### src/sv/rtc_pkg.sv
`timescale 1ns / 1ps
package rtc_pkg;

  // Edge and offset components are differences of two 32-bit values.
  localparam int SHORT_W  = 33;
  // Accumulator holds the exact determinant-scaled sums (up to 102 bits).
  localparam int ACC_W    = 104;
  // Multiplicand width: covers the cross-product vectors p and q.
  localparam int AOP_W    = 68;
  localparam int DIG_W    = 9;
  localparam int PP_W     = AOP_W + DIG_W;
  localparam int DIV_W    = ACC_W + 32;
  localparam int DIST_W   = 31;
  localparam int NUM_UOPS = 24;
  localparam int NUM_RES  = 10;
  localparam int QDEPTH   = 2;

  // Smallest accepted determinant magnitude, 4295 in Q32.32 scaled by 2^16.
  localparam logic signed [ACC_W-1:0] DET_MIN = ACC_W'(4295 * 65536);

  typedef logic signed [SHORT_W-1:0] short_t;

  typedef struct packed {
    short_t e1x, e1y, e1z;
    short_t e2x, e2y, e2z;
    short_t tx, ty, tz;
    logic   last;
  } tri_t;

  typedef struct packed {
    logic              valid;
    logic              hit;
    logic [DIST_W-1:0] tdist;
    logic              last;
  } res_t;

  // Operand sources of the shared multiplier.
  localparam logic [4:0] SRC_DX  = 5'd0;
  localparam logic [4:0] SRC_DY  = 5'd1;
  localparam logic [4:0] SRC_DZ  = 5'd2;
  localparam logic [4:0] SRC_E1X = 5'd3;
  localparam logic [4:0] SRC_E1Y = 5'd4;
  localparam logic [4:0] SRC_E1Z = 5'd5;
  localparam logic [4:0] SRC_E2X = 5'd6;
  localparam logic [4:0] SRC_E2Y = 5'd7;
  localparam logic [4:0] SRC_E2Z = 5'd8;
  localparam logic [4:0] SRC_TX  = 5'd9;
  localparam logic [4:0] SRC_TY  = 5'd10;
  localparam logic [4:0] SRC_TZ  = 5'd11;
  localparam logic [4:0] SRC_PX  = 5'd12;
  localparam logic [4:0] SRC_PY  = 5'd13;
  localparam logic [4:0] SRC_PZ  = 5'd14;
  localparam logic [4:0] SRC_QX  = 5'd15;
  localparam logic [4:0] SRC_QY  = 5'd16;
  localparam logic [4:0] SRC_QZ  = 5'd17;

  // Result register slots.
  localparam logic [3:0] R_PX   = 4'd0;
  localparam logic [3:0] R_PY   = 4'd1;
  localparam logic [3:0] R_PZ   = 4'd2;
  localparam logic [3:0] R_QX   = 4'd3;
  localparam logic [3:0] R_QY   = 4'd4;
  localparam logic [3:0] R_QZ   = 4'd5;
  localparam logic [3:0] R_DET  = 4'd6;
  localparam logic [3:0] R_UN   = 4'd7;
  localparam logic [3:0] R_VN   = 4'd8;
  localparam logic [3:0] R_TN   = 4'd9;
  localparam logic [3:0] R_NONE = 4'd15;

  typedef struct packed {
    logic [4:0] a_sel;
    logic [4:0] b_sel;
    logic       neg;
    logic       first;
    logic [3:0] dst;
  } uop_t;

  function automatic uop_t mk(input logic [4:0] a, input logic [4:0] b, input logic n,
                              input logic f, input logic [3:0] d);
    uop_t u;
    u.a_sel = a;
    u.b_sel = b;
    u.neg   = n;
    u.first = f;
    u.dst   = d;
    return u;
  endfunction

  // Product sequence: p = D x E2, det = p.E1, un = p.T, q = T x E1, vn = q.D, tn = q.E2.
  function automatic uop_t uop_rom(input logic [4:0] idx);
    uop_t u;
    unique case (idx)
      5'd0:  u = mk(SRC_DY, SRC_E2Z, 1'b0, 1'b1, R_NONE);
      5'd1:  u = mk(SRC_DZ, SRC_E2Y, 1'b1, 1'b0, R_PX);
      5'd2:  u = mk(SRC_DZ, SRC_E2X, 1'b0, 1'b1, R_NONE);
      5'd3:  u = mk(SRC_DX, SRC_E2Z, 1'b1, 1'b0, R_PY);
      5'd4:  u = mk(SRC_DX, SRC_E2Y, 1'b0, 1'b1, R_NONE);
      5'd5:  u = mk(SRC_DY, SRC_E2X, 1'b1, 1'b0, R_PZ);
      5'd6:  u = mk(SRC_PX, SRC_E1X, 1'b0, 1'b1, R_NONE);
      5'd7:  u = mk(SRC_PY, SRC_E1Y, 1'b0, 1'b0, R_NONE);
      5'd8:  u = mk(SRC_PZ, SRC_E1Z, 1'b0, 1'b0, R_DET);
      5'd9:  u = mk(SRC_PX, SRC_TX,  1'b0, 1'b1, R_NONE);
      5'd10: u = mk(SRC_PY, SRC_TY,  1'b0, 1'b0, R_NONE);
      5'd11: u = mk(SRC_PZ, SRC_TZ,  1'b0, 1'b0, R_UN);
      5'd12: u = mk(SRC_TY, SRC_E1Z, 1'b0, 1'b1, R_NONE);
      5'd13: u = mk(SRC_TZ, SRC_E1Y, 1'b1, 1'b0, R_QX);
      5'd14: u = mk(SRC_TZ, SRC_E1X, 1'b0, 1'b1, R_NONE);
      5'd15: u = mk(SRC_TX, SRC_E1Z, 1'b1, 1'b0, R_QY);
      5'd16: u = mk(SRC_TX, SRC_E1Y, 1'b0, 1'b1, R_NONE);
      5'd17: u = mk(SRC_TY, SRC_E1X, 1'b1, 1'b0, R_QZ);
      5'd18: u = mk(SRC_QX, SRC_DX,  1'b0, 1'b1, R_NONE);
      5'd19: u = mk(SRC_QY, SRC_DY,  1'b0, 1'b0, R_NONE);
      5'd20: u = mk(SRC_QZ, SRC_DZ,  1'b0, 1'b0, R_VN);
      5'd21: u = mk(SRC_QX, SRC_E2X, 1'b0, 1'b1, R_NONE);
      5'd22: u = mk(SRC_QY, SRC_E2Y, 1'b0, 1'b0, R_NONE);
      5'd23: u = mk(SRC_QZ, SRC_E2Z, 1'b0, 1'b0, R_TN);
      default: u = mk(SRC_DX, SRC_DX, 1'b0, 1'b1, R_NONE);
    endcase
    return u;
  endfunction

endpackage

### src/sv/rtc_front.sv
`timescale 1ns / 1ps
module rtc_front import rtc_pkg::*; (
  input  logic               clk_i,
  input  logic               rst_ni,
  input  logic               push,
  output logic               full,
  input  logic signed [31:0] org_x_i,
  input  logic signed [31:0] org_y_i,
  input  logic signed [31:0] org_z_i,
  input  logic signed [31:0] a_x_i,
  input  logic signed [31:0] a_y_i,
  input  logic signed [31:0] a_z_i,
  input  logic signed [31:0] b_x_i,
  input  logic signed [31:0] b_y_i,
  input  logic signed [31:0] b_z_i,
  input  logic signed [31:0] c_x_i,
  input  logic signed [31:0] c_y_i,
  input  logic signed [31:0] c_z_i,
  input  logic               last_tri_i,
  output logic               q_valid_o,
  output tri_t               q_data_o,
  input  logic               q_pop_i
);

  tri_t fifo_q [QDEPTH];
  tri_t wr_data;
  logic wr_ptr_q, rd_ptr_q;
  logic [1:0] cnt_q;
  logic push_ok;

  // Edges and the origin offset are formed as the triangle comes in.
  always_comb begin
    wr_data.e1x  = SHORT_W'(b_x_i) - SHORT_W'(a_x_i);
    wr_data.e1y  = SHORT_W'(b_y_i) - SHORT_W'(a_y_i);
    wr_data.e1z  = SHORT_W'(b_z_i) - SHORT_W'(a_z_i);
    wr_data.e2x  = SHORT_W'(c_x_i) - SHORT_W'(a_x_i);
    wr_data.e2y  = SHORT_W'(c_y_i) - SHORT_W'(a_y_i);
    wr_data.e2z  = SHORT_W'(c_z_i) - SHORT_W'(a_z_i);
    wr_data.tx   = SHORT_W'(org_x_i) - SHORT_W'(a_x_i);
    wr_data.ty   = SHORT_W'(org_y_i) - SHORT_W'(a_y_i);
    wr_data.tz   = SHORT_W'(org_z_i) - SHORT_W'(a_z_i);
    wr_data.last = last_tri_i;
  end

  assign full      = (cnt_q == 2'(QDEPTH));
  assign push_ok   = push && !full;
  assign q_valid_o = (cnt_q != 2'd0);
  assign q_data_o  = fifo_q[rd_ptr_q];

  always_ff @(posedge clk_i) begin
    if (push_ok) begin
      fifo_q[wr_ptr_q] <= wr_data;
    end
  end

  always_ff @(posedge clk_i or negedge rst_ni) begin
    if (!rst_ni) begin
      wr_ptr_q <= 1'b0;
      rd_ptr_q <= 1'b0;
      cnt_q    <= 2'd0;
    end else begin
      if (push_ok) wr_ptr_q <= ~wr_ptr_q;
      if (q_pop_i) rd_ptr_q <= ~rd_ptr_q;
      cnt_q <= cnt_q + 2'(push_ok) - 2'(q_pop_i);
    end
  end

endmodule

### config.mk
export PLATFORM = sky130hd
export DESIGN_NAME = rtc_front
export DESIGN_NICKNAME = d
export VERILOG_FILES = /design/src/sv/rtc_pkg.sv /design/src/sv/rtc_front.sv
export SDC_FILE = /design/constraint.sdc
export NUM_CORES = 1
export LEC_CHECK = 0
export BUFFER_PORTS_ARGS = -buffer_cell sky130_fd_sc_hd__buf_2
export CAP_MARGIN = 20
export CORE_AREA = 2 2 269 271
export CTS_CLUSTER_DIAMETER = 50
export DETAILED_ROUTE_END_ITERATION = 10
export DIE_AREA = 0 0 271 273
export GPL_TIMING_DRIVEN = 0
export PLACE_DENSITY = 0.8
export SYNTH_ARGS = -nofsm -noshare
export SYNTH_HDL_FRONTEND = slang
export SYNTH_SLANG_ARGS = --single-unit
### constraint.sdc
create_clock -name clk_i -period 16.9 [get_ports clk_i]
set_clock_uncertainty 0.1 [all_clocks]
set_input_delay 5.07 -clock clk_i [delete_from_list [all_inputs] [get_ports clk_i]]
set_output_delay 5.07 -clock clk_i [all_outputs]
set_load 0.02 [all_outputs]
==> run metrics <==
crit path DAT 3.57 ns; most common flop cell mapped by yosys edfxtp_1; Yosys cell types 94; total power 6456 uW; slowest cell on the critical path clkbuf_1; IO Port Bufs 688; WHS Endpoint cnt_q[1]; Top Usage Layer GRT met2; post-synth net total 3643; average size of a mapped cell 12.12 um^2; Placer Congestion 0.9612; Final period util 51.73%; vias in the first global route 26.49k; Worst R2R Start cnt_q[0]; Post-route DRC 0; final worst setup slack 8.157 ns; nets@finish 4427; met3 global-route usage 5.949%; Required @ worst endpoint 11.73 ns; Syn Inst Count 2955; fill count 5555; CTS H-tree lvls 3; cts repair resizes 0; Die W 271 um; Initial Utilization 50.46%; die height 273 um; number of flops mapped to enable cells by yosys 596; WL final 102900 um; postcts setup bufs 0; first-pass GRT wire length 151400 um; met2 Track Usage GR 44.90%; Slew Limit Headroom 43.18%; Post-synth ARST share 0.6667%; Startpoint Class register; status completed; Reg2Reg Setup Slack 13.83 ns; Syn Std Cell Area 0.03583 mm^2; Post-DRT Antenna Nets 0; final non-filler cell area 0.04351 mm^2; worst skew pair latency 0.63 ns; measured slew at the worst slew-check pin 0.8472 ns; placed standard-cell area 0.04085 mm^2; DR iter-0 viols 1936; num rows 98; max_cap viols 0; Register Area 0.01800 mm^2; CP Cell Sequence clkbuf_1, buf_8, clkbuf_1, buf_8, clkbuf_1, mux2_2, buf_2; Pins Over Slew Limit 0; gr usage total 26.65%; die area 0.07398 mm^2; final hold vios 0; critical path peak fanout 10; Synth top cells by count edfxtp_1, mux2_2, ha_1, a21oi_1, inv_1; met1 track utilization from global routing 31.95%; Max VDD drop 0.0001494 V; initial antenna violation count 33; Crit path largest cell delay 0.61 ns; worst r2r path cells 8; most frequent cell after synthesis edfxtp_1; Final Critical Period 8.743 ns; most frequent CP cell clkbuf_1; Routed WL per cell 21.50 um; Min-Delay Path Depth 1; WS Path Type register to output port; Inserted Clock Buffers 76; layout cell share with drive strength beyond 1 30.90%; Seq cells post-synth 600; Post-Place Worst Slack 8.287 ns; HP Class register to register; hold_sp cnt_q[1]; area leader, netlist edfxtp_1; reg-to-reg endpoint fifo_q[0][32]; Top Ports 689; hold buffer count at cts 0; share of the synthesized area in the top cell type 49.96%; Clock Sinks 600; HPWL after DPL 81060 um; CTS tree done; Area Growth Syn to Fin 21.45%; Fmax achieved 114.4 MHz; Core ar. 0.07100 mm^2; top post-synthesis cells by area edfxtp_1, ha_1, mux2_2; root buffer cell clkbuf_16; routed vias 27.18k; Pleak 0.01829 uW; CTS clock-pin slew for the worst setup and hold paths 0.06 ns; largest net degree at the start of global routing 56; Pre-antenna DRT Iters 5; clock buffer depth 3; P per Cell Area 148.4 mW/mm^2; number of synthesis warnings 0; final setup fails 0; hold slack final 0.4008 ns; vias per cell 5.681; sequential-to-total area share from yosys stat 50.24%; RSZ-0062 raised after global routing no; Multi-input gate area 0.01683 mm^2; total grt overflow 0; CP Capture Type output port
==> layer usage <==
layer,up-vias,share of wire [%]
met5,-,0.061
met4,10,5.5
met3,284,7.5
met2,1120,48
met1,12990,39
li1,12780,-
==> final cells by class <==
type                    instances  share of cell area [%]
inverters                     188                   1.622
multi-input cells            2104                   38.68
flip-flops and latches        600                   41.36
diodes                         32                  0.1840
plain buffers                  63                  0.7074
well taps                     950                   2.732
repair buffers                706                   8.788
clock inverters                53                   1.452
clock buffers                  88                   4.474
==> sequential cells by signal, summed over array words and instances (netlist names) <==
register	count
wr_ptr_q	1
rd_ptr_q	1
fifo_q	596
cnt_q	2
==> critical path: cells and delay by family (launching register included) <==
family	cells	cell delay (ns)
buffers and inverters	6	2.13
multiplexers	1	0.43
flip-flops	1	0.35
==> how the worst max path moves through the flow <==
stage | start | to | depth (start not counted)
finish | rd_ptr_q | q_data_o[95] | 7
global route | rd_ptr_q | q_data_o[131] | 7
CTS | rd_ptr_q | q_data_o[88] | 7
detailed placement | a_x_i[2] | fifo_q[0][99] | 13
global placement | push | fifo_q[0][232] | 3
floorplan | push | fifo_q[0][0] | 2
==> placed cells by master, fill, tap and decap left out, types with 10 or more instances in the layout <==
cell,netlist,routed
a211oi_1,19,19
a21o_1,134,134
a21oi_1,211,211
a31oi_1,28,28
and3_1,26,25
buf_12,1,13
buf_2,0,688
clkbuf_1,50,61
clkbuf_16,0,76
diode_2,0,32
edfxtp_1,596,596
ha_1,290,290
inv_1,188,188
mux2_2,298,298
nand2_1,131,131
nand2b_1,42,42
nand3_1,46,46
nand4_1,23,23
nor2_1,127,126
nor2b_1,44,44
nor3_1,21,21
o2111ai_1,10,10
o21a_1,49,49
o21ai_0,129,129
o21bai_1,23,23
xnor2_1,175,175
xor2_1,77,77
==> per-stage QoR <==
step	std cells	setup TNS (ns)	utilization (%)
4_1_cts	4752	0	61.17
5_1_grt	4778	0	61.27
6_report	4784	0	61.29
2_1_floorplan	2955	0	-
3_5_place_dp	4611	0	57.54
3_3_place_gp	4593	-378.27	56.99
==> where the power goes <==
part           internal, uW  switching, uW
Clock                   962            686
Sequential             2150           76.7
Combinational           953           1630
==> cells by family (layout without fill, tap and decap cells) <==
logic type	count (synthesis)	count (layout)	synth area share [%]
AO/OA/AOI/OAI	733	733	13.51
XOR/XNOR	252	252	6.161
adder cells (fa/ha/maj)	299	299	10.63
buffers and inverters	251	1098	2.825
flip-flops	600	600	50.24
multiplexers	301	301	9.451
other	0	32	0
AND/OR/NAND/NOR	519	519	7.191
Power figures use the tool's default switching activity.
