`config.mk`:
```
export PLATFORM = sky130hd
export DESIGN_NAME = rtc_best
export DESIGN_NICKNAME = d
export VERILOG_FILES = /design/src/sv/rtc_pkg.sv /design/src/sv/rtc_best.sv
export SDC_FILE = /design/constraint.sdc
export NUM_CORES = 1
export LEC_CHECK = 0
export ABC_AREA = 1
export BUFFER_PORTS_ARGS = -buffer_cell sky130_fd_sc_hd__buf_2
export CAP_MARGIN = 20
export CELL_PAD_IN_SITES_DETAIL_PLACEMENT = 1
export CELL_PAD_IN_SITES_GLOBAL_PLACEMENT = 1
export CORE_MARGIN = 1.5
export CORE_UTILIZATION = 46
export CTS_CLUSTER_DIAMETER = 50
export DETAILED_ROUTE_END_ITERATION = 10
export PLACE_DENSITY = 0.93
export SKIP_LAST_GASP = 1
export SYNTH_ARGS = -nofsm -noshare
export SYNTH_HDL_FRONTEND = slang
export SYNTH_SLANG_ARGS = --single-unit
```
`constraint.sdc`:
```
create_clock -name clk_i -period 16.2 [get_ports clk_i]
set_input_delay 4.05 -clock clk_i [delete_from_list [all_inputs] [get_ports clk_i]]
set_output_delay 4.05 -clock clk_i [all_outputs]
set_load 0.1 [all_outputs]
```
`src/sv/rtc_pkg.sv`:
```
`timescale 1ns / 1ps
package rtc_pkg;

  // Edge and offset components are differences of two 32-bit values.
  localparam int SHORT_W  = 33;
  // Accumulator holds the exact determinant-scaled sums (up to 102 bits).
  localparam int ACC_W    = 104;
  // Multiplicand width: covers the cross-product vectors p and q.
  localparam int AOP_W    = 68;
  localparam int DIG_W    = 9;
  localparam int PP_W     = AOP_W + DIG_W;
  localparam int DIV_W    = ACC_W + 32;
  localparam int DIST_W   = 31;
  localparam int NUM_UOPS = 24;
  localparam int NUM_RES  = 10;
  localparam int QDEPTH   = 2;

  // Smallest accepted determinant magnitude, 4295 in Q32.32 scaled by 2^16.
  localparam logic signed [ACC_W-1:0] DET_MIN = ACC_W'(4295 * 65536);

  typedef logic signed [SHORT_W-1:0] short_t;

  typedef struct packed {
    short_t e1x, e1y, e1z;
    short_t e2x, e2y, e2z;
    short_t tx, ty, tz;
    logic   last;
  } tri_t;

  typedef struct packed {
    logic              valid;
    logic              hit;
    logic [DIST_W-1:0] tdist;
    logic              last;
  } res_t;

  // Operand sources of the shared multiplier.
  localparam logic [4:0] SRC_DX  = 5'd0;
  localparam logic [4:0] SRC_DY  = 5'd1;
  localparam logic [4:0] SRC_DZ  = 5'd2;
  localparam logic [4:0] SRC_E1X = 5'd3;
  localparam logic [4:0] SRC_E1Y = 5'd4;
  localparam logic [4:0] SRC_E1Z = 5'd5;
  localparam logic [4:0] SRC_E2X = 5'd6;
  localparam logic [4:0] SRC_E2Y = 5'd7;
  localparam logic [4:0] SRC_E2Z = 5'd8;
  localparam logic [4:0] SRC_TX  = 5'd9;
  localparam logic [4:0] SRC_TY  = 5'd10;
  localparam logic [4:0] SRC_TZ  = 5'd11;
  localparam logic [4:0] SRC_PX  = 5'd12;
  localparam logic [4:0] SRC_PY  = 5'd13;
  localparam logic [4:0] SRC_PZ  = 5'd14;
  localparam logic [4:0] SRC_QX  = 5'd15;
  localparam logic [4:0] SRC_QY  = 5'd16;
  localparam logic [4:0] SRC_QZ  = 5'd17;

  // Result register slots.
  localparam logic [3:0] R_PX   = 4'd0;
  localparam logic [3:0] R_PY   = 4'd1;
  localparam logic [3:0] R_PZ   = 4'd2;
  localparam logic [3:0] R_QX   = 4'd3;
  localparam logic [3:0] R_QY   = 4'd4;
  localparam logic [3:0] R_QZ   = 4'd5;
  localparam logic [3:0] R_DET  = 4'd6;
  localparam logic [3:0] R_UN   = 4'd7;
  localparam logic [3:0] R_VN   = 4'd8;
  localparam logic [3:0] R_TN   = 4'd9;
  localparam logic [3:0] R_NONE = 4'd15;

  typedef struct packed {
    logic [4:0] a_sel;
    logic [4:0] b_sel;
    logic       neg;
    logic       first;
    logic [3:0] dst;
  } uop_t;

  function automatic uop_t mk(input logic [4:0] a, input logic [4:0] b, input logic n,
                              input logic f, input logic [3:0] d);
    uop_t u;
    u.a_sel = a;
    u.b_sel = b;
    u.neg   = n;
    u.first = f;
    u.dst   = d;
    return u;
  endfunction

  // Product sequence: p = D x E2, det = p.E1, un = p.T, q = T x E1, vn = q.D, tn = q.E2.
  function automatic uop_t uop_rom(input logic [4:0] idx);
    uop_t u;
    unique case (idx)
      5'd0:  u = mk(SRC_DY, SRC_E2Z, 1'b0, 1'b1, R_NONE);
      5'd1:  u = mk(SRC_DZ, SRC_E2Y, 1'b1, 1'b0, R_PX);
      5'd2:  u = mk(SRC_DZ, SRC_E2X, 1'b0, 1'b1, R_NONE);
      5'd3:  u = mk(SRC_DX, SRC_E2Z, 1'b1, 1'b0, R_PY);
      5'd4:  u = mk(SRC_DX, SRC_E2Y, 1'b0, 1'b1, R_NONE);
      5'd5:  u = mk(SRC_DY, SRC_E2X, 1'b1, 1'b0, R_PZ);
      5'd6:  u = mk(SRC_PX, SRC_E1X, 1'b0, 1'b1, R_NONE);
      5'd7:  u = mk(SRC_PY, SRC_E1Y, 1'b0, 1'b0, R_NONE);
      5'd8:  u = mk(SRC_PZ, SRC_E1Z, 1'b0, 1'b0, R_DET);
      5'd9:  u = mk(SRC_PX, SRC_TX,  1'b0, 1'b1, R_NONE);
      5'd10: u = mk(SRC_PY, SRC_TY,  1'b0, 1'b0, R_NONE);
      5'd11: u = mk(SRC_PZ, SRC_TZ,  1'b0, 1'b0, R_UN);
      5'd12: u = mk(SRC_TY, SRC_E1Z, 1'b0, 1'b1, R_NONE);
      5'd13: u = mk(SRC_TZ, SRC_E1Y, 1'b1, 1'b0, R_QX);
      5'd14: u = mk(SRC_TZ, SRC_E1X, 1'b0, 1'b1, R_NONE);
      5'd15: u = mk(SRC_TX, SRC_E1Z, 1'b1, 1'b0, R_QY);
      5'd16: u = mk(SRC_TX, SRC_E1Y, 1'b0, 1'b1, R_NONE);
      5'd17: u = mk(SRC_TY, SRC_E1X, 1'b1, 1'b0, R_QZ);
      5'd18: u = mk(SRC_QX, SRC_DX,  1'b0, 1'b1, R_NONE);
      5'd19: u = mk(SRC_QY, SRC_DY,  1'b0, 1'b0, R_NONE);
      5'd20: u = mk(SRC_QZ, SRC_DZ,  1'b0, 1'b0, R_VN);
      5'd21: u = mk(SRC_QX, SRC_E2X, 1'b0, 1'b1, R_NONE);
      5'd22: u = mk(SRC_QY, SRC_E2Y, 1'b0, 1'b0, R_NONE);
      5'd23: u = mk(SRC_QZ, SRC_E2Z, 1'b0, 1'b0, R_TN);
      default: u = mk(SRC_DX, SRC_DX, 1'b0, 1'b1, R_NONE);
    endcase
    return u;
  endfunction

endpackage

```
`src/sv/rtc_best.sv`:
```
`timescale 1ns / 1ps
module rtc_best import rtc_pkg::*; #(
  parameter int MAX_TRIANGLES = 65536
) (
  input  logic              clk_i,
  input  logic              rst_ni,
  input  res_t              res_i,
  output logic              res_ready_o,
  output logic              empty,
  input  logic              pop,
  output logic              tri_hit_o,
  output logic [DIST_W-1:0] tri_dist_o,
  output logic              any_hit_o,
  output logic [DIST_W-1:0] near_dist_o,
  output logic [15:0]       near_index_o,
  output logic              run_end_o
);

  localparam int CW = $clog2(MAX_TRIANGLES);
  localparam int PW = (CW > 16) ? CW : 16;

  logic          out_valid_q;
  logic [31:0]   best_dist_q, nb_dist;
  logic          best_valid_q, nb_valid;
  logic [CW-1:0] best_pos_q, nb_pos, count_q;
  logic          take, upd;
  logic [PW-1:0] pos_ext;

  assign take        = res_i.valid && (!out_valid_q || pop);
  assign res_ready_o = take;
  assign empty       = !out_valid_q;

  always_comb begin
    upd      = res_i.hit && ({1'b0, res_i.tdist} < best_dist_q);
    nb_dist  = upd ? {1'b0, res_i.tdist} : best_dist_q;
    nb_valid = best_valid_q || upd;
    nb_pos   = upd ? count_q : best_pos_q;
    pos_ext  = PW'(nb_pos);
  end

  always_ff @(posedge clk_i) begin
    if (take) begin
      tri_hit_o    <= res_i.hit;
      tri_dist_o   <= res_i.hit ? res_i.tdist : '0;
      any_hit_o    <= nb_valid;
      near_dist_o  <= nb_valid ? nb_dist[DIST_W-1:0] : '0;
      near_index_o <= nb_valid ? pos_ext[15:0] : 16'd0;
      run_end_o    <= res_i.last;
    end
  end

  always_ff @(posedge clk_i or negedge rst_ni) begin
    if (!rst_ni) begin
      out_valid_q  <= 1'b0;
      best_dist_q  <= '1;
      best_valid_q <= 1'b0;
      best_pos_q   <= '0;
      count_q      <= '0;
    end else begin
      if (take) out_valid_q <= 1'b1;
      else if (pop) out_valid_q <= 1'b0;
      if (take) begin
        if (res_i.last) begin
          best_dist_q  <= '1;
          best_valid_q <= 1'b0;
          best_pos_q   <= '0;
          count_q      <= '0;
        end else begin
          best_dist_q  <= nb_dist;
          best_valid_q <= nb_valid;
          best_pos_q   <= nb_pos;
          count_q      <= (count_q == CW'(MAX_TRIANGLES - 1)) ? '0 : count_q + 1'b1;
        end
      end
    end
  end

endmodule

```
==> impl_metrics.env, run 1 <==
export IMPL_htreeDepth=4
export IMPL_max_slew_worst_pin_slew_ns=1.107
export IMPL_fp_dieArea_mm2=0.01674
export IMPL_drive_above_1_share=0.2209
export IMPL_ant_nets=0
export IMPL_post_cts_buffers=0
export IMPL_ff_latch_area_mm2=0.004124
export IMPL_drc_errors=0
export IMPL_grt_pass1_vias=6324
export IMPL_cp_depth=6
export IMPL_hpwl_um=12480
export IMPL_place_inst=1121
export IMPL_cpPeakStageDelay_ns=0.46
export IMPL_tns_ns=0
export IMPL_crit_end="res_ready_o"
export IMPL_grt_usage=0.2456
export IMPL_final_cells=1153
export IMPL_multiInputGateArea_mm2=0.002477
export IMPL_critPathKind="in -> out"
export IMPL_startpoint="pop"
export IMPL_yosysTopAreaCell="edfxtp_1"
export IMPL_area_delta_synth_final_pct=17.14
export IMPL_slew_violations=0
export IMPL_wl_um=19620
export IMPL_yosys_warnings=0
export IMPL_nNetsFinal=992
export IMPL_crit_fanout=54
export IMPL_crit_chain="buf_2, or2_2, nand2_2, buf_4, inv_4, buf_2"
export IMPL_synth_nets=882
export IMPL_port_buffers=119
export IMPL_cts_hold_buf=0
export IMPL_gp_congestion=0.8206
export IMPL_vias=5975
export IMPL_max_cap_violations=0
export IMPL_fillers=1917
export IMPL_grt_max_degree=67
export IMPL_dr_pass1_iters=4
export IMPL_cts_num_sinks=147
export IMPL_clk_latency_ns=0.43
export IMPL_worst_endpoint_required_ns=12.15
export IMPL_std_cell_rows=46
export IMPL_synth_edf_count=81
export IMPL_yosysSeqAreaShare=0.5611
export IMPL_start_util=0.4660
export IMPL_netlist_area_mm2=0.007350
export IMPL_antenna_found_initial=0
export IMPL_finalHoldViolations=0
export IMPL_dp_worst_setup_slack_ns=6.326
export IMPL_path_delay_family="buffers and inverters"
export IMPL_avgSynthCellArea_um2=9.029
export IMPL_status="finished, final reports clean"
export IMPL_yosysUniqueCellTypes=32
export IMPL_leakagePower_nw=4.352
export IMPL_dieHeight_um=129.4
export IMPL_dr_first_iter_drc_count=286
export IMPL_synth_seq_cells=147
export IMPL_layout_min_cycle_time_ns=9.849
export IMPL_hp_class="reg -> reg"
export IMPL_synth_most_common_cell="nand2_1"
export IMPL_vias_per_cell=5.182
export IMPL_max_slew_margin=0.2591
export IMPL_coreArea_mm2=0.01577
export IMPL_synth_cells=814
export IMPL_cp_slowest_cell="buf_4"
export IMPL_critPathLaunchType="primary input"
export IMPL_cp_arrival_ns=5.80
export IMPL_crit_top_cell="buf_2"
export IMPL_fin_ws_ns=6.351
export IMPL_min_path_cells=2
export IMPL_gr_total_overflow=0
export IMPL_rsz0062_at_grt="false"
export IMPL_path_buf_inv=4
export IMPL_clkTransAtPathRegs_ns=0.06
export IMPL_holdWs_ns=0.5293
export IMPL_io_pin_count=120
export IMPL_grt_pass1_wl_um=31370
export IMPL_cts_tree="yes"
export IMPL_finalClockSkew_ns=0.006313
export IMPL_reg2reg_to="near_dist_o[12]"
export IMPL_cts_buffers=17
export IMPL_powerDensity_mw_per_mm2=137.2
export IMPL_period_share=0.6080
export IMPL_reg2reg_slack_ns=11.73
export IMPL_cts_path_max_buffers=2
export IMPL_end_kind="primary output"
export IMPL_yosysTopAreaCellShare=0.3309
export IMPL_synthFlopType="edfxtp_1"
export IMPL_diodes=0
export IMPL_wire_per_inst_um=17.01
export IMPL_max_freq_mhz=101.5
export IMPL_r2r_cells=12
export IMPL_netlist_top_cells_count="187 x nand2_1, 144 x inv_1, 105 x nand3_1"
export IMPL_setup_viol_count_final=0
export IMPL_rr_startpoint="best_dist_q[29]"
export IMPL_die_w_um=129.4
export IMPL_ir_drop_uv=79.26
export IMPL_clockRootBuffer="clkbuf_16"
export IMPL_async_reset_ff_frac=0.4490
export IMPL_synth_area_leaders="edfxtp_1 33%, dfrtp_1 12%, dfstp_2 11%"
export IMPL_cts_resized=0
==> worst min-delay path by stage <==
stage	start	to	slack [ns]
after CTS	best_dist_q[31]	best_dist_q[31]	0.53
after floorplan	best_dist_q[31]	best_dist_q[31]	0.49
after global placement	best_dist_q[31]	best_dist_q[31]	0.51
final	best_dist_q[31]	best_dist_q[31]	0.53
after global routing	best_pos_q[8]	best_pos_q[8]	0.58
after detailed placement	best_dist_q[31]	best_dist_q[31]	0.52
==> worst reg2reg max path: stages, from the launching register on <==
cell and delay (ns):
dfstp_2 0.52, inv_1 0.05, ha_1 0.30, nand2_1 0.07, nor3_2 0.13, nand4_1 0.21
nor3_2 0.22, nand2_2 0.68, nand2_4 0.86, inv_2 0.13, nor2_4 0.44, buf_4 0.45
a21oi_1 0.14
==> placed cells by master (no fill, tap or decap) <==
cell,netlist,routed
nand2_1,187,187
inv_1,144,144
buf_2,14,119
nand3_1,105,105
edfxtp_1,81,81
a21oi_1,57,57
nor2_1,36,35
dfrtp_1,34,34
dfstp_2,32,32
ha_1,31,31
o21ai_0,27,27
clkbuf_16,0,17
nand2_2,12,12
nor3_1,9,9
buf_4,3,6
clkbuf_1,7,5
clkinv_2,0,4
nor2_4,1,3
xor2_1,3,3
clkbuf_8,0,3
nor3_2,2,2
nand4_1,2,2
o21a_1,2,2
inv_2,3,2
or2_2,2,2
nor3b_1,2,2
clkinv_1,0,2
a21oi_2,1,1
a2bb2oi_1,1,1
nand2_4,1,1
inv_4,0,1
nor2_2,2,1
nor4_1,1,1
a31oi_1,1,1
a211oi_1,1,1
bufinv_16,0,1
==> flip-flops by register name, indices dropped and copies added (netlist names) <==
signal	count
near_index_o	16
near_dist_o	31
best_dist_q	32
tri_hit_o	1
any_hit_o	1
count_q	16
best_pos_q	16
tri_dist_o	31
best_valid_q	1
run_end_o	1
out_valid_q	1
==> cell families after synthesis <==
kind of cell,synth area share
and+or+nand+nor,0.2155
DFF,0.5611
adders and majority gates,0.05277
xor gates and xnor gates,0.003576
AOI/OAI and AO/OA,0.06350
buffers and inverters,0.1035
==> power breakdown <==
part           switching [W]  total (W)  internal, W
clock network       0.000147   0.000368     0.000221
logic               0.000273   0.000339    0.0000657
registers          0.0000184   0.000474     0.000456
==> through the flow <==
stage / util / total power [W] / instance area (µm²)
after floorplan: - / 0.0007494 / 7350
after global routing: 0.5459 / 0.001230 / 8610
final: 0.5459 / 0.001181 / 8610
after detailed placement: 0.5115 / 0.0008167 / 8066
after CTS: 0.5459 / 0.001189 / 8610
after global placement: 0.5115 / 0.0007993 / 8066
==> area by class of cell <==
| type | instances | area share |
|---|---|---|
| multi-input combinational | 486 | 0.2877 |
| sequential | 147 | 0.4790 |
| inverter | 147 | 0.06438 |
| timing repair buffer | 125 | 0.07441 |
| clock inverter | 7 | 0.006685 |
| tap | 216 | 0.03139 |
| clock buffer | 25 | 0.05639 |
==> routing by layer <==
metal	wire [µm]	share of wire	GRT usage	vias up
met5	0	0	0	-
met2	10580	0.54	0.4531	125
met4	490	0.025	0.1005	0
li1	-	-	-	2849
met1	7849	0.40	0.2802	2965
met3	699	0.036	0.04418	36
(Power assumes the default switching activity.)
==> run 2: changes to the inputs <==
Settings changed: CORE_UTILIZATION 46 to 39, PLACE_DENSITY 0.93 to 0.85.
Clock period 16.2 ns to 8.9 ns, I/O delays scaled along.
==> run 2 against run 1 <==
Against the previous run:
- final cell count is 1.7% higher
- largest cell class unchanged
- die area is 18% higher
- via count is 0.89% lower
- flip-flop and latch count stayed put
- first-iteration DRC count is 12% lower
- non-clock buffer count is 1 higher
==> impl_metrics.env, run 2 (synthesis gave the netlist of run 1 again) <==
export IMPL_grt_pass1_vias=6426
export IMPL_cts_num_sinks=147
export IMPL_clkTransAtPathRegs_ns=0.06
export IMPL_post_cts_buffers=0
export IMPL_place_inst=1139
export IMPL_cts_resized=0
export IMPL_antenna_found_initial=1
export IMPL_max_slew_worst_pin_slew_ns=0.9065
export IMPL_clk_latency_ns=0.44
export IMPL_reg2reg_slack_ns=4.97
export IMPL_gp_congestion=0.7581
export IMPL_worst_endpoint_required_ns=6.68
export IMPL_crit_top_cell="buf_2"
export IMPL_io_pin_count=120
export IMPL_reg2reg_to="near_index_o[11]"
export IMPL_max_slew_margin=0.3957
export IMPL_path_buf_inv=4
export IMPL_powerDensity_mw_per_mm2=258.0
export IMPL_wire_per_inst_um=16.60
export IMPL_die_w_um=140.3
export IMPL_cts_buffers=17
export IMPL_grt_max_degree=67
export IMPL_largest_reg_flops=32
export IMPL_vias_per_cell=5.049
export IMPL_clockRootBuffer="clkbuf_16"
export IMPL_drc_errors=0
export IMPL_cp_arrival_ns=4.00
export IMPL_nNetsFinal=993
export IMPL_drive_above_1_share=0.2228
export IMPL_htreeDepth=4
export IMPL_setup_viol_count_final=0
export IMPL_hpwl_um=12130
export IMPL_dr_first_iter_drc_count=251
export IMPL_power_w=0.002256
export IMPL_max_freq_mhz=160.6
export IMPL_area_delta_synth_final_pct=19.00
export IMPL_cts_path_max_buffers=2
export IMPL_crit_fanout=45
export IMPL_final_cells=1173
export IMPL_wl_um=19480
export IMPL_coreArea_mm2=0.01858
export IMPL_critPathKind="in -> out"
export IMPL_cts_hold_buf=0
export IMPL_top_register="best_dist_q"
export IMPL_max_cap_violations=0
export IMPL_gr_total_overflow=0
export IMPL_holdWs_ns=0.5428
export IMPL_ir_drop_uv=137.3
export IMPL_ant_nets=0
export IMPL_hp_class="reg -> reg"
export IMPL_fp_dieArea_mm2=0.01968
export IMPL_finalClockSkew_ns=0.01156
export IMPL_vias=5922
export IMPL_cts_tree="yes"
export IMPL_rr_startpoint="best_dist_q[29]"
export IMPL_crit_chain="buf_2, or2_2, nand2_2, buf_4, inv_4, buf_2"
export IMPL_layout_common_cells="187 x nand2_1, 144 x inv_1, 119 x buf_2"
export IMPL_period_share=0.6994
export IMPL_critPathLaunchType="primary input"
export IMPL_tns_ns=0
export IMPL_slew_violations=0
export IMPL_min_to="best_pos_q[6]"
export IMPL_cp_slowest_cell="buf_4"
export IMPL_rsz0062_at_grt="false"
export IMPL_finalHoldViolations=0
export IMPL_fin_ws_ns=2.675
export IMPL_leakagePower_nw=4.389
export IMPL_min_path_cells=2
export IMPL_layout_commonest_cell="nand2_1"
export IMPL_end_kind="primary output"
export IMPL_dr_pass1_iters=4
export IMPL_hold_start="best_pos_q[6]"
export IMPL_layout_min_cycle_time_ns=6.225
export IMPL_dp_worst_setup_slack_ns=2.667
export IMPL_cpPeakStageDelay_ns=0.47
export IMPL_reg_largest_list="best_dist_q: 32 flops, near_dist_o: 31 flops, tri_dist_o: 31 flops"
export IMPL_std_cell_rows=50
export IMPL_port_buffers=119
export IMPL_r2r_cells=13
export IMPL_start_util=0.3956
export IMPL_dieHeight_um=140.3
export IMPL_status="finished, final reports clean"
export IMPL_grt_usage=0.2076
export IMPL_grt_pass1_wl_um=32050
export IMPL_path_delay_family="buffers and inverters"
-- run 2: cell count changes in the layout (fill, tap and decap cells not counted), moves of 2 or more --
cell | previous run | this run
clkbuf_8 | 3 | 1
clkinvlp_4 | 0 | 3
clkbuf_1 | 5 | 3
clkinv_2 | 4 | 0
bufinv_16 | 1 | 5
-- run 2: final cells by class --
| type | count | area [µm²] |
|---|---|---|
| inverter | 147 | 554.3 |
| clock buffer | 21 | 450.4 |
| clock inverter | 11 | 183.9 |
| timing repair buffer | 126 | 660.6 |
| antenna | 1 | 2.502 |
| multi-input combinational | 486 | 2477 |
| fill | 2150 | 9834 |
| sequential | 147 | 4124 |
| tap | 234 | 292.8 |
-- run 2: per-stage QoR --
stage	utilization	cell area (µm²)
2_1_floorplan	-	7350
3_3_place_gp	0.4354	8089
3_5_place_dp	0.4354	8089
4_1_cts	0.4695	8723
5_1_grt	0.4707	8746
6_report	0.4707	8746
-- run 2: how the worst max path moves through the flow --
stage | from | to | slack, ns | cells after the start
after floorplan | pop | res_ready_o | 0.97 | 4
after global placement | pop | res_ready_o | 2.72 | 6
after detailed placement | pop | res_ready_o | 2.67 | 6
after CTS | pop | res_ready_o | 2.67 | 6
after global routing | pop | res_ready_o | 2.58 | 6
final | pop | res_ready_o | 2.68 | 6
-- run 2: per-layer routing --
layer  GRT usage  share of wire  vias up
li1            -              -     2842
met1      0.2430           0.43     2957
met2      0.3801           0.52      101
met3     0.04889          0.032       22
met4     0.05540          0.014        0
met5           0              0        -
-- run 2: worst reg2reg max path: stages, from the launching register on --
cell and delay (ns):
dfstp_2 0.53, inv_1 0.05, ha_1 0.30, nand2_1 0.09, nor3_2 0.14, nand4_1 0.19, nor3_2 0.17, nand2_2 0.24
buf_12 0.27, nand2_4 0.55, inv_2 0.13, nor2_4 0.46, buf_4 0.45, nor2_1 0.11
-- run 2: power by group --
group          internal [W]  total, W  switching, W
logic              0.000119  0.000612      0.000493
registers          0.000830  0.000862     0.0000324
clock network      0.000502  0.000782      0.000281
total               0.00145   0.00226      0.000806
==> run 3: changes to the inputs <==
Settings changed: CORE_UTILIZATION 39 to 43, PLACE_DENSITY 0.85 to 0.88.
Clock period 8.9 ns to 6.45 ns, I/O delays scaled along.
==> run 3 against run 2 <==
Against the previous run:
- worst setup slack worse by 0.70 ns
- worst hold slack worse by 0.015 ns
- flip-flop and latch count did not move
- final area fell by 0.69%
- sequential share of layout area rose by 0.33 points
- sequential power is 38% higher
- highest routed layer unchanged
- total power increased by 34%
- clock power rose by 27%
- global-route usage rose by 1.7 points
- largest power group unchanged
==> impl_metrics.env, run 3 (synthesis gave the netlist of run 1 again) <==
export IMPL_layout_common_cells="187 x nand2_1, 144 x inv_1, 119 x buf_2"
export IMPL_std_cell_rows=47
export IMPL_ir_drop_uv=202.6
export IMPL_io_pin_count=120
export IMPL_grt_pass1_vias=6367
export IMPL_finalHoldViolations=0
export IMPL_rr_startpoint="best_dist_q[30]"
export IMPL_nNetsFinal=994
export IMPL_dieHeight_um=133.7
export IMPL_place_inst=1126
export IMPL_dr_first_iter_drc_count=402
export IMPL_finalClockSkew_ns=0.005671
export IMPL_antenna_found_initial=1
export IMPL_m1WireLength_um=8215
export IMPL_gr_total_overflow=0
export IMPL_crit_fanout=45
export IMPL_status="finished, final reports clean"
export IMPL_crit_end="res_ready_o"
export IMPL_final_cell_area_mm2=0.008686
export IMPL_drc_errors=0
export IMPL_hp_class="reg -> reg"
export IMPL_clockRootBuffer="clkbuf_16"
export IMPL_min_path_cells=2
export IMPL_end_kind="primary output"
export IMPL_htreeDepth=4
export IMPL_clkTransAtPathRegs_ns=0.06
export IMPL_wl_um=19260
export IMPL_gp_congestion=0.7771
export IMPL_max_freq_mhz=223.4
export IMPL_coreArea_mm2=0.01664
export IMPL_r2r_cells=13
export IMPL_reg_largest_list="best_dist_q: 32 flops, near_dist_o: 31 flops, tri_dist_o: 31 flops"
export IMPL_cts_path_max_buffers=2
export IMPL_cts_num_sinks=147
export IMPL_multiInputGateArea_mm2=0.002477
export IMPL_ant_nets=0
export IMPL_cts_buffers=17
export IMPL_powerDensity_mw_per_mm2=348.4
export IMPL_grt_pass1_wl_um=31450
export IMPL_start_util=0.4416
export IMPL_cp_arrival_ns=2.86
export IMPL_worst_endpoint_required_ns=4.84
export IMPL_period_share=0.6941
export IMPL_reg2reg_to="near_index_o[9]"
export IMPL_max_cap_violations=0
export IMPL_clk_latency_ns=0.43
export IMPL_tns_ns=0
export IMPL_final_cells=1160
export IMPL_startpoint="pop"
export IMPL_critPathKind="in -> out"
export IMPL_vias=5940
export IMPL_wire_per_inst_um=16.61
export IMPL_grt_max_degree=64
export IMPL_grt_usage=0.2248
export IMPL_layout_commonest_cell="nand2_1"
export IMPL_dr_pass1_iters=4
export IMPL_cts_resized=0
export IMPL_max_slew_margin=0.4790
export IMPL_max_slew_worst_pin_slew_ns=0.7816
export IMPL_area_delta_synth_final_pct=18.18
export IMPL_slew_violations=0
export IMPL_cts_tree="yes"
export IMPL_hold_start="best_dist_q[31]"
export IMPL_reg2reg_slack_ns=3.15
export IMPL_dpl_cell_area_mm2=0.008079
export IMPL_fillers=1984
export IMPL_rsz0062_at_grt="false"
export IMPL_setup_viol_count_final=0
export IMPL_die_w_um=133.7
export IMPL_power_w=0.003026
export IMPL_top_register="best_dist_q"
export IMPL_critPathLaunchType="primary input"
export IMPL_fp_dieArea_mm2=0.01789
export IMPL_vias_per_cell=5.121
export IMPL_holdWs_ns=0.5282
export IMPL_cts_hold_buf=0
export IMPL_port_buffers=119
export IMPL_leakagePower_nw=4.382
export IMPL_drive_above_1_share=0.2258
export IMPL_post_cts_buffers=0
export IMPL_highest_layer="met4"
export IMPL_largest_reg_flops=32
export IMPL_wl_met2_um=9977
export IMPL_hpwl_um=12080
export IMPL_ff_latch_area_mm2=0.004124
export IMPL_layout_min_cycle_time_ns=4.477
export IMPL_wl_met3_um=723
## run 3: changes by cell type in the layout (fill, tap and decap cells not counted), sizes merged
cell,before,now
clkinv,3,8
bufinv,5,3
clkbuf,21,19
buf,126,127
clkinvlp,3,2
## run 3: metal layers
layer,vias to the layer above,track usage
li1,2845,-
met1,2932,0.2738
met2,135,0.3983
met3,28,0.03919
met4,0,0.08273
met5,-,0
## run 3: stage by stage
stage,util,setup WS (ns)
floorplan,-,1.392
global placement,0.4855,1.751
detailed placement,0.4855,1.627
CTS,0.5206,1.955
global route,0.5219,1.903
finish,0.5219,1.973
## run 3: cell type report
class,count,share of cell area
flip-flops and latches,147,0.4748
multi-input cells,486,0.2852
repair buffers,127,0.07692
inverters,147,0.06381
clock buffers,19,0.05099
well taps,220,0.03169
clock inverters,13,0.01628
diodes,1,0.0002881
## run 3: worst min-delay path by stage
| stage | end | slack [ns] |
|---|---|---|
| after floorplan | best_dist_q[31] | 0.49 |
| after global placement | best_dist_q[31] | 0.51 |
| after detailed placement | best_dist_q[31] | 0.52 |
| after CTS | best_dist_q[31] | 0.54 |
| after global routing | best_pos_q[2] | 0.56 |
| final | best_dist_q[31] | 0.53 |
## run 3: critical path, cell delays in order
cell and delay [ns]:
buf_2 0.07, or2_2 0.11, nand2_2 0.07, inv_4 0.42, buf_2 0.54
## run 3: report_power, final
group / switching (W) / internal, W / leakage (nW)
combinational: 0.000681 / 0.000165 / 2.51
clock: 0.000382 / 0.000610 / 0.285
sequential: 0.0000432 / 0.00114 / 1.59
